File: src/cpc_pkg.sv
// ----------------------------------------------------------------------------
// cpc_pkg
// Types, constants and helper functions shared by the protocol classifier.
// ----------------------------------------------------------------------------
package cpc_pkg;

	localparam int unsigned METHOD_COUNT = 9;

	localparam logic [5:0] TAKE_LIMIT = 6'd60;
	localparam logic [5:0] HEX_RUN    = 6'd56;
	localparam logic [5:0] VLESS_MIN  = 6'd22;

	localparam logic [7:0] BYTE_SOCKS5 = 8'h05;
	localparam logic [7:0] BYTE_TLS    = 8'h16;
	localparam logic [7:0] BYTE_TLS_V  = 8'h03;
	localparam logic [7:0] BYTE_DEL    = 8'h7F;
	localparam logic [7:0] BYTE_ATYP4  = 8'h04;
	localparam logic [7:0] BYTE_CR     = 8'h0D;
	localparam logic [7:0] BYTE_LF     = 8'h0A;

	// Method prefixes, left aligned, padded with spaces past their length.
	localparam logic [63:0] METHOD_TEXT [METHOD_COUNT] = '{
		"GET     ", "POST    ", "HEAD    ", "PUT     ", "DELETE  ",
		"CONNECT ", "OPTIONS ", "TRACE   ", "PATCH   "
	};
	localparam logic [3:0] METHOD_LEN [METHOD_COUNT] = '{
		4'd4, 4'd5, 4'd5, 4'd4, 4'd7, 4'd8, 4'd8, 4'd6, 4'd6
	};

	typedef enum logic [2:0] {
		CLS_UNKNOWN = 3'd0,
		CLS_SOCKS5  = 3'd1,
		CLS_TLS     = 3'd2,
		CLS_HTTP    = 3'd3,
		CLS_SHADOW  = 3'd4,
		CLS_VLESS   = 3'd5,
		CLS_TROJAN  = 3'd6
	} class_t;

	typedef enum logic {
		MODE_OUTER = 1'b0,
		MODE_INNER = 1'b1
	} mode_t;

	typedef struct packed {
		logic [5:0] position;
		logic [8:0] method_alive;
		logic       http_seen;
		logic [7:0] first_value;
		logic       tls_second_ok;
		logic       vless_ok;
		logic       hex_run_ok;
		logic       trojan_tail_ok;
	} cpc_state_t;

	localparam cpc_state_t STATE_RESET = '{
		position:       6'd0,
		method_alive:   9'h1FF,
		http_seen:      1'b0,
		first_value:    8'h00,
		tls_second_ok:  1'b0,
		vless_ok:       1'b1,
		hex_run_ok:     1'b1,
		trojan_tail_ok: 1'b1
	};

	function automatic logic [7:0] method_char(input int m, input logic [2:0] idx);
		logic [63:0] text;
		text = METHOD_TEXT[m];
		return text[(7 - idx) * 8 +: 8];
	endfunction

	function automatic logic is_hex(input logic [7:0] c);
		return (c >= "0" && c <= "9") || (c >= "a" && c <= "f") ||
			(c >= "A" && c <= "F");
	endfunction

	function automatic class_t classify(input mode_t mode, input cpc_state_t st);
		class_t cls;
		if (mode == MODE_OUTER) begin
			if (st.position == 6'd0)
				cls = CLS_UNKNOWN;
			else if (st.first_value == BYTE_SOCKS5)
				cls = CLS_SOCKS5;
			else if (st.position >= 6'd2 && st.first_value == BYTE_TLS && st.tls_second_ok)
				cls = CLS_TLS;
			else if (st.http_seen)
				cls = CLS_HTTP;
			else
				cls = CLS_SHADOW;
		end else begin
			if (st.http_seen)
				cls = CLS_HTTP;
			else if (st.position >= VLESS_MIN && st.vless_ok)
				cls = CLS_VLESS;
			else if (st.position >= TAKE_LIMIT)
				cls = (st.hex_run_ok && st.trojan_tail_ok) ? CLS_TROJAN : CLS_SHADOW;
			else
				cls = CLS_UNKNOWN;
		end
		return cls;
	endfunction

endpackage

File: src/cpc_if.sv
// ----------------------------------------------------------------------------
// cpc_if
// Valid/ready channels of the protocol classifier: byte requests, class
// results and mode register writes.
// ----------------------------------------------------------------------------
interface cpc_byte_if;
	logic       valid;
	logic       ready;
	logic [7:0] data_byte;
	logic       has_byte;
	logic       last;

	modport source (output valid, output data_byte, output has_byte, output last,
		input ready);
	modport sink (input valid, input data_byte, input has_byte, input last,
		output ready);
endinterface

interface cpc_class_if;
	logic       valid;
	logic       ready;
	logic [2:0] protocol_class;

	modport source (output valid, output protocol_class, input ready);
	modport sink (input valid, input protocol_class, output ready);
endinterface

interface cpc_cfg_if;
	logic valid;
	logic ready;
	logic mode;

	modport source (output valid, output mode, input ready);
	modport sink (input valid, input mode, output ready);
endinterface

File: src/cpc_tracker.sv
// ----------------------------------------------------------------------------
// cpc_tracker
// Per-stream match flags: folds one byte into the flags and returns them to
// reset at the end of each buffer.
// ----------------------------------------------------------------------------
module cpc_tracker (
	input  logic                   clk,
	input  logic                   arst_n,
	input  logic                   step,
	input  logic [7:0]             data_byte,
	input  logic                   has_byte,
	input  logic                   last,
	output cpc_pkg::cpc_state_t    cur,
	output cpc_pkg::cpc_state_t    upd
);
	import cpc_pkg::*;

	cpc_state_t state_q;
	cpc_state_t take;
	logic [5:0] p;
	logic [7:0] b;

	assign p   = state_q.position;
	assign b   = data_byte;
	assign cur = state_q;

	// Fold the byte into every flag at once; each check looks at its own position.
	always_comb begin
		take = state_q;
		if (p < TAKE_LIMIT) begin
			if (p == 6'd0)
				take.first_value = b;
			if (p == 6'd1)
				take.tls_second_ok = (b == BYTE_TLS_V);
			for (int m = 0; m < METHOD_COUNT; m++) begin
				if (state_q.method_alive[m] && p < {2'b00, METHOD_LEN[m]}) begin
					if (b != method_char(m, p[2:0]))
						take.method_alive[m] = 1'b0;
					else if (p + 6'd1 == {2'b00, METHOD_LEN[m]})
						take.http_seen = 1'b1;
				end
			end
			if ((p == 6'd0 || p == 6'd17) && b != 8'h00)
				take.vless_ok = 1'b0;
			if (p == 6'd18 && !(b == 8'h01 || b == 8'h02 || b == BYTE_DEL))
				take.vless_ok = 1'b0;
			if (p == 6'd21 && !(b == 8'h01 || b == 8'h02 || b == 8'h03))
				take.vless_ok = 1'b0;
			if (p < HEX_RUN && !is_hex(b))
				take.hex_run_ok = 1'b0;
			if ((p == 6'd56 && b != BYTE_CR) || (p == 6'd57 && b != BYTE_LF))
				take.trojan_tail_ok = 1'b0;
			if (p == 6'd58 && !(b == 8'h01 || b == 8'h03 || b == BYTE_DEL))
				take.trojan_tail_ok = 1'b0;
			if (p == 6'd59 && !(b == 8'h01 || b == 8'h03 || b == BYTE_ATYP4))
				take.trojan_tail_ok = 1'b0;
			take.position = p + 6'd1;
		end
	end

	assign upd = has_byte ? take : state_q;

	always_ff @(posedge clk or negedge arst_n) begin
		if (!arst_n) begin
			state_q <= STATE_RESET;
		end else if (step) begin
			state_q <= last ? STATE_RESET : upd;
		end
	end

endmodule

File: src/connection_protocol_classifier_core.sv
// ----------------------------------------------------------------------------
// connection_protocol_classifier_core
// Streaming classifier for the first peeked bytes of a connection.
// ----------------------------------------------------------------------------
// Accepts one byte request per clock cycle unless a last request waits in
// the input register for a full result slot, and returns one protocol class
// per last request, via the input then the result register. A waiting result
// only stalls a following last request; plain byte requests keep flowing
// underneath it. The match flags live in one register set updated once per
// byte, so no buffer of the data is kept. The mode register is written
// through the cfg channel (always ready) and must only change while no
// buffer is in flight.
module connection_protocol_classifier_core (
	input  logic         clk,
	input  logic         arst_n,
	cpc_byte_if.sink     byte_ch,
	cpc_class_if.source  class_ch,
	cpc_cfg_if.sink      cfg
);
	import cpc_pkg::*;

	// Input register stage
	logic       valid_s1;
	logic [7:0] byte_s1;
	logic       has_s1;
	logic       last_s1;
	logic       advance_s1;

	// Result register
	logic       out_valid_q;
	class_t     class_q;

	mode_t      mode_q;
	cpc_state_t cur_state;
	cpc_state_t upd_state;

	// Mode register: written on every cfg handshake.
	assign cfg.ready = 1'b1;

	always_ff @(posedge clk or negedge arst_n) begin
		if (!arst_n) begin
			mode_q <= MODE_OUTER;
		end else if (cfg.valid) begin
			mode_q <= mode_t'(cfg.mode);
		end
	end

	// Advance the staged request unless it is a last one and the result slot is full and not being taken.
	assign advance_s1  = valid_s1 && (!last_s1 || !out_valid_q || class_ch.ready);
	assign byte_ch.ready = !valid_s1 || advance_s1;

	always_ff @(posedge clk or negedge arst_n) begin
		if (!arst_n) begin
			valid_s1 <= 1'b0;
		end else if (byte_ch.valid && byte_ch.ready) begin
			valid_s1 <= 1'b1;
		end else if (advance_s1) begin
			valid_s1 <= 1'b0;
		end
	end

	// Payload holds while stalled; no reset needed.
	always_ff @(posedge clk) begin
		if (byte_ch.valid && byte_ch.ready) begin
			byte_s1 <= byte_ch.data_byte;
			has_s1  <= byte_ch.has_byte;
			last_s1 <= byte_ch.last;
		end
	end

	cpc_tracker u_tracker (
		.clk       (clk),
		.arst_n    (arst_n),
		.step      (advance_s1),
		.data_byte (byte_s1),
		.has_byte  (has_s1),
		.last      (last_s1),
		.cur       (cur_state),
		.upd       (upd_state)
	);

	// Classify on the flags including this byte; drop the result slot when taken.
	always_ff @(posedge clk or negedge arst_n) begin
		if (!arst_n) begin
			out_valid_q <= 1'b0;
		end else if (advance_s1 && last_s1) begin
			out_valid_q <= 1'b1;
		end else if (class_ch.ready) begin
			out_valid_q <= 1'b0;
		end
	end

	always_ff @(posedge clk) begin
		if (advance_s1 && last_s1) begin
			class_q <= classify(mode_q, upd_state);
		end
	end

	assign class_ch.valid          = out_valid_q;
	assign class_ch.protocol_class = class_q;

	// A result appears only after a last request left the input stage.
	a_result_source: assert property (@(posedge clk) disable iff (!arst_n)
		$rose(out_valid_q) |-> $past(advance_s1 && last_s1))
		else $error("result raised without a last request");

	// The position counter saturates at the take limit.
	a_position_sat: assert property (@(posedge clk) disable iff (!arst_n)
		cur_state.position <= TAKE_LIMIT)
		else $error("position counter beyond limit");

	// Outer mode never reports an inner-only class.
	a_outer_classes: assert property (@(posedge clk) disable iff (!arst_n)
		advance_s1 && last_s1 && mode_q == MODE_OUTER
		|=> class_q != CLS_VLESS && class_q != CLS_TROJAN)
		else $error("inner class reported in outer mode");

endmodule
File: src/flat_wrapper.sv
// flat-port wrapper written by rule: the top's interface ports become plain ports
module connection_protocol_classifier_core_flat import cpc_pkg::*;
  (clk, arst_n, byte_ch_valid, byte_ch_data_byte, byte_ch_has_byte, byte_ch_last, byte_ch_ready, class_ch_valid, class_ch_protocol_class, class_ch_ready, cfg_valid, cfg_mode, cfg_ready);
  cpc_byte_if byte_ch_i ();
  cpc_class_if class_ch_i ();
  cpc_cfg_if cfg_i ();
  input  logic clk;
  input  logic arst_n;
  input wire logic [$bits(byte_ch_i.valid)-1:0] byte_ch_valid;
  input wire logic [$bits(byte_ch_i.data_byte)-1:0] byte_ch_data_byte;
  input wire logic [$bits(byte_ch_i.has_byte)-1:0] byte_ch_has_byte;
  input wire logic [$bits(byte_ch_i.last)-1:0] byte_ch_last;
  output wire logic [$bits(byte_ch_i.ready)-1:0] byte_ch_ready;
  output wire logic [$bits(class_ch_i.valid)-1:0] class_ch_valid;
  output wire logic [$bits(class_ch_i.protocol_class)-1:0] class_ch_protocol_class;
  input wire logic [$bits(class_ch_i.ready)-1:0] class_ch_ready;
  input wire logic [$bits(cfg_i.valid)-1:0] cfg_valid;
  input wire logic [$bits(cfg_i.mode)-1:0] cfg_mode;
  output wire logic [$bits(cfg_i.ready)-1:0] cfg_ready;
  assign byte_ch_i.valid = byte_ch_valid;
  assign byte_ch_i.data_byte = byte_ch_data_byte;
  assign byte_ch_i.has_byte = byte_ch_has_byte;
  assign byte_ch_i.last = byte_ch_last;
  assign byte_ch_ready = byte_ch_i.ready;
  assign class_ch_valid = class_ch_i.valid;
  assign class_ch_protocol_class = class_ch_i.protocol_class;
  assign class_ch_i.ready = class_ch_ready;
  assign cfg_i.valid = cfg_valid;
  assign cfg_i.mode = cfg_mode;
  assign cfg_ready = cfg_i.ready;
  connection_protocol_classifier_core u_core (.clk(clk), .arst_n(arst_n), .byte_ch(byte_ch_i), .class_ch(class_ch_i), .cfg(cfg_i));
endmodule
File: config.mk
export PLATFORM = sky130hd
export DESIGN_NAME = connection_protocol_classifier_core_flat
export DESIGN_NICKNAME = d
export VERILOG_FILES = /design/src/cpc_pkg.sv /design/src/cpc_if.sv /design/src/cpc_tracker.sv /design/src/connection_protocol_classifier_core.sv /design/src/flat_wrapper.sv
export SDC_FILE = /design/constraint.sdc
export NUM_CORES = 1
export LEC_CHECK = 0
export BUFFER_PORTS_ARGS = -buffer_cell sky130_fd_sc_hd__buf_2
export CAP_MARGIN = 40
export CORE_MARGIN = 2
export CORE_UTILIZATION = 50
export DETAILED_ROUTE_END_ITERATION = 16
export PLACE_DENSITY = 0.68
export SLEW_MARGIN = 20
export SYNTH_ARGS = -nofsm -noshare
export SYNTH_HDL_FRONTEND = slang
export SYNTH_HIERARCHICAL = 1
export SYNTH_SLANG_ARGS = --single-unit
File: constraint.sdc
create_clock -name clk -period 3.8 [get_ports clk]
set_clock_uncertainty 0.2 [all_clocks]
set_input_delay 0.19 -clock clk [delete_from_list [all_inputs] [get_ports clk]]
set_output_delay 0.19 -clock clk [all_outputs]
set_load 0.02 [all_outputs]
== Word level (Yosys, flattened, before mapping) ==
Index checks and enable logic that the tools add are counted.
Operators by class
  $lt $le $gt $ge: 16
  $add $sub $neg: 2
  shifts and indexed selects: 9
  muxes and demuxes: 72
  eq/ne operators: 31
  reduce and logical (&&, ||, !) cells: 82
Operators by type and width (number)
  $shiftx A64 B33 Y8 const A: 9
  $mux W28: 3
  $ne A8 B8 Y1: 9
  $mux W1: 58
  $reduce_and A5 Y1: 9
  $reduce_bool A2 Y1: 22
  $logic_and A1 B1 Y1: 27
  $eq A6 B3 Y1 const B: 4
  $eq A6 B6 Y1 const B: 4
  $lt A6 B3 Y1 const B: 4
  $mux W3: 8
  $eq A6 B5 Y1 const B: 3
  $eq A8 B2 Y1 const B: 2
  $eq A8 B3 Y1 const B: 2
  $ge A8 B7 Y1 const B: 2
  $le A8 B7 Y1 const B: 2
  $ne A8 B4 Y1 const B: 2
  $logic_or A1 B1 Y1: 13
  $logic_not A6 Y1: 2
  $lt A6 B6 Y1 const B: 2
  $eq A8 B1 Y1 const B: 1
  $eq A8 B5 Y1 const B: 1
  $eq A8 B7 Y1 const B: 1
  $ge A8 B6 Y1 const B: 1
  13 further kinds: 21
Storage, ports and cells
  output and inout bits: 6
  input bits: 16
  register bits after elaboration: 44
  logic and storage cells: 235

== Depth between registers and ports, before layout ==
  depth in word-level cells: 41
  mapped depth: 15
  gate-level depth less buffers: 13

== Modules after synthesis ==
Netlist, hierarchy kept.
By module, submodules not included
  cpc_tracker: cells an instance 375, instances 1, area an instance 2911.5 sq um, sequential area each 715.7 sq um
  connection_protocol_classifier_core: cells an instance 56, instances 1, area an instance 730.7 sq um, sequential area each 465.4 sq um

== Least setup slack after synthesis ==
OpenSTA, ideal clock, no wires.
  path type: register to register
  start: reg u_core.u_tracker.state_q (netlist bit u_core/u_tracker/p[0])
  end: reg u_core.class_q[0] (netlist: u_core/class_ch.protocol_class[0]) (data pin)
  cell stages (with the launch flop): 13
  period minus slack after synthesis: 3917 ps
  setup slack: -117 ps
  required time: 3339 ps
  arrival time: 3456 ps
  path buffers: 4
  setup time: 261 ps
  path through: dfrtp_1 -> clkbuf_1 -> clkinv_1 -> ha_1 -> clkbuf_1 -> clkbuf_1 -> nand2_1 -> clkbuf_1 -> mux2_2 -> or4b_1 -> nor3_1 -> o21ai_0 -> a311o_1
RTL lines
  start: declaration: RTL line cpc_tracker.sv:18  | cpc_state_t state_q;
  start signal: assignment: RTL line cpc_tracker.sv:67  | state_q <= last ? STATE_RESET : upd;
  end signal: assignment: RTL line connection_protocol_classifier_core.sv:95  | class_q <= classify(mode_q, upd_state);
  end: declaration: RTL line connection_protocol_classifier_core.sv:31  | class_t class_q;

==> results.sh <==
export IMPL_cts_root_buf="clkbuf_8"
export IMPL_grt_max_degree=32
export IMPL_diodes=0
export IMPL_clockBufferDepth=2
export IMPL_crit_family="simple AND/OR/NAND/NOR gates"
export IMPL_syn_area_mm2=0.003635
export IMPL_fmax_mhz=277.4
export IMPL_power_density_mw_per_mm2=363.6
export IMPL_ys_warnings_count=6
export IMPL_cts_tree="built"
export IMPL_reg2reg_from="u_core/u_tracker/p[3]"
export IMPL_end_kind="flop"
export IMPL_insertion_delay_ns=0.30
export IMPL_critPathKind="reg2reg"
export IMPL_setup_violations=0
export IMPL_syn_inst=430
export IMPL_cp_data_arrival_time_ns=3.47
export IMPL_rsz0062_at_grt="no"
export IMPL_drtIter0Drc=291
export IMPL_die_y_um=89.26
export IMPL_vias_per_cell=6.407
export IMPL_cp_slowest_cell="or4b_1"
export IMPL_routedWlPerCell_um=19.40
export IMPL_maxCapViolations=0
export IMPL_final_nets=488
export IMPL_wl_met1_um=4640
export IMPL_top_layer="met4"
export IMPL_met3_length_um=908
export IMPL_antenna_found_initial=0
export IMPL_first_pass_iters=5
export IMPL_io_pins=22
export IMPL_io_buffers=20
export IMPL_finalHoldViolations=0
export IMPL_switching_power_w=0.0005685
export IMPL_crit_fanout=9
export IMPL_relSlewSlack_pct=60.36
export IMPL_die_w_um=89.26
export IMPL_finalCritPeriodShare_pct=94.87
export IMPL_area_growth_pct=14.53
export IMPL_remaining_drc_errors=0
export IMPL_worstMarginPinSlew_ns=0.5939
export IMPL_ctsHtreeMaxLevel=2
export IMPL_layout_setup_ws_ns=0.1950
export IMPL_syn_area_per_cell_um2=8.453
export IMPL_clkSlewWorstSetupHoldPaths_ns=0.09
export IMPL_hpwl_um=7714
export IMPL_die_area_mm2=0.007967
export IMPL_setup_worst_path_start="u_core/u_tracker/p[3]"
export IMPL_grt_usage_pct=28.76
export IMPL_power_share_sequential_pct=41.1
export IMPL_met2_length_um=5068
export IMPL_wl_um=10900
export IMPL_gr_total_overflow=0
export IMPL_postCtsSetupRepairBufs=0
export IMPL_place_gp_congestion=1.011
export IMPL_power_frac_comb_pct=38.6
export IMPL_p_clk_share_pct=20.3
export IMPL_leakagePower_nw=1.682
export IMPL_tns_ns=0
export IMPL_min_period_ns=3.605
export IMPL_cp_required_ns=3.67
export IMPL_p_int_w=0.0009450
export IMPL_power_share_switching_pct=37.56
export IMPL_slew_violations=0
export IMPL_syn_num_nets=456
export IMPL_startpoint_type="flop"
export IMPL_path_buf_inv=0
export IMPL_ant_nets=0
export IMPL_status="finished clean"
export IMPL_cpPeakStageDelay_ns=0.49
export IMPL_final_layout_size_suffix_gt1_share_pct=18.36
export IMPL_crit_chain="nor3_1, nand2_1, nor2_1, nand2_1, mux2_2, or4b_1, nor3_1, o21ai_0, a311o_1"
export IMPL_worstHoldPathType="in2async"
export IMPL_numCtsBuffers=5
export IMPL_clock_sinks=44
export IMPL_core_area_mm2=0.007137
export IMPL_place_ws_ns=0.1888
export IMPL_start_util_pct=50.93
export IMPL_grt_pass1_wl_um=17350
export IMPL_grt_pass1_vias=3362
export IMPL_ir_worst_vdd_v=0.0002066
export IMPL_design_power_total_w=0.001514
export IMPL_vias=3601
export IMPL_rows=31
area by class of cell:
class	instances	area, µm²
Clock buffer	6	72.57
Clock inverter	2	16.27
Fill cell	648	2974
Inverter	19	71.32
Multi-Input combinational cell	328	2220
Sequential cell	44	1181
Tap cell	99	123.9
Timing Repair Buffer	64	478.0
state kept, by name, indices dropped and copies added (netlist names):
| register | flops |
|---|---|
| u_core/valid_s1 | 1 |
| u_core/class_ch.valid | 1 |
| u_core/has_s1 | 1 |
| u_core/u_tracker/cur | 22 |
| u_core/class_ch.protocol_class | 3 |
| u_core/byte_s1 | 8 |
| u_core/u_tracker/p | 6 |
| u_core/mode_q | 1 |
| u_core/last_s1 | 1 |
worst paths after layout:
check / slack (ns) / cells past startpoint / endpoint
max: 0.19 / 9 / u_core/class_ch.protocol_class[0]
min: 0.17 / 3 / u_core/u_tracker/p[5]
max reg2reg: 0.19 / 9 / u_core/class_ch.protocol_class[0]
min reg2reg: 0.29 / 2 / u_core/u_tracker/cur[2]
max in group asynchronous: 2.98 / 3 / u_core/u_tracker/cur[17]
min in group clk: 0.29 / 2 / u_core/u_tracker/cur[2]
power groups by stage:
stage	clock, W	sequential (W)	combinational (W)
finish	0.000307	0.000622	0.000585
global route	0.000339	0.000629	0.000631
CTS	0.000312	0.000621	0.000564
detailed placement	0	0.000630	0.000550
global placement	0	0.000628	0.000543
floorplan	0	0.000610	0.000408
metal layers:
metal  vias to the layer above  GRT usage (%)
met1                      1717          38.61
met2                       189          46.53
met5                         -              0
met3                        30          5.817
met4                         0          9.634
li1                       1665              -
placed cells by master, fill, tap and decap left out, types with 4 or more instances in the layout:
cell type / count
nor3_1: 7
xor2_1: 9
a211oi_1: 4
nand2_1: 39
buf_2: 21
o22a_1: 7
a22o_1: 9
a31oi_1: 4
o2bb2ai_1: 4
ha_1: 10
a22oi_1: 7
xnor2_1: 10
buf_4: 27
clkbuf_8: 5
nor2_1: 30
or3_1: 4
nor3b_1: 5
dfstp_2: 12
nand2b_1: 11
a21oi_1: 9
nand4_1: 7
nor4_1: 7
nand3_1: 16
dlygate4sd3_1: 15
nor2b_1: 6
o21a_1: 6
edfxtp_1: 13
o22ai_1: 6
inv_1: 18
mux2_2: 7
dfrtp_1: 19
o21ai_0: 29
per-stage QoR:
step                area (µm²)  hold WS [ns]  cells  util (%)
floorplan                 3636       -0.3056    430         -
global placement          3897       0.09264    537     54.61
detailed placement        3897       0.09186    537     54.61
CTS                       4136        0.2922    560     57.96
global route              4163        0.1932    562     58.33
finish                    4163        0.1730    562     58.33
timing repair:
item                                    CTS  global route
gates resized for setup                   0             1
hold buffers                             15             0
hold endpoints to repair                 32             0
endpoints found under the setup margin    0             1
worst min-delay path: stages:
cell	delay (ns)
dlygate4sd3_1	0.52
buf_2	0.12
buf_12	0.20
Power figures use the tool's default switching activity.
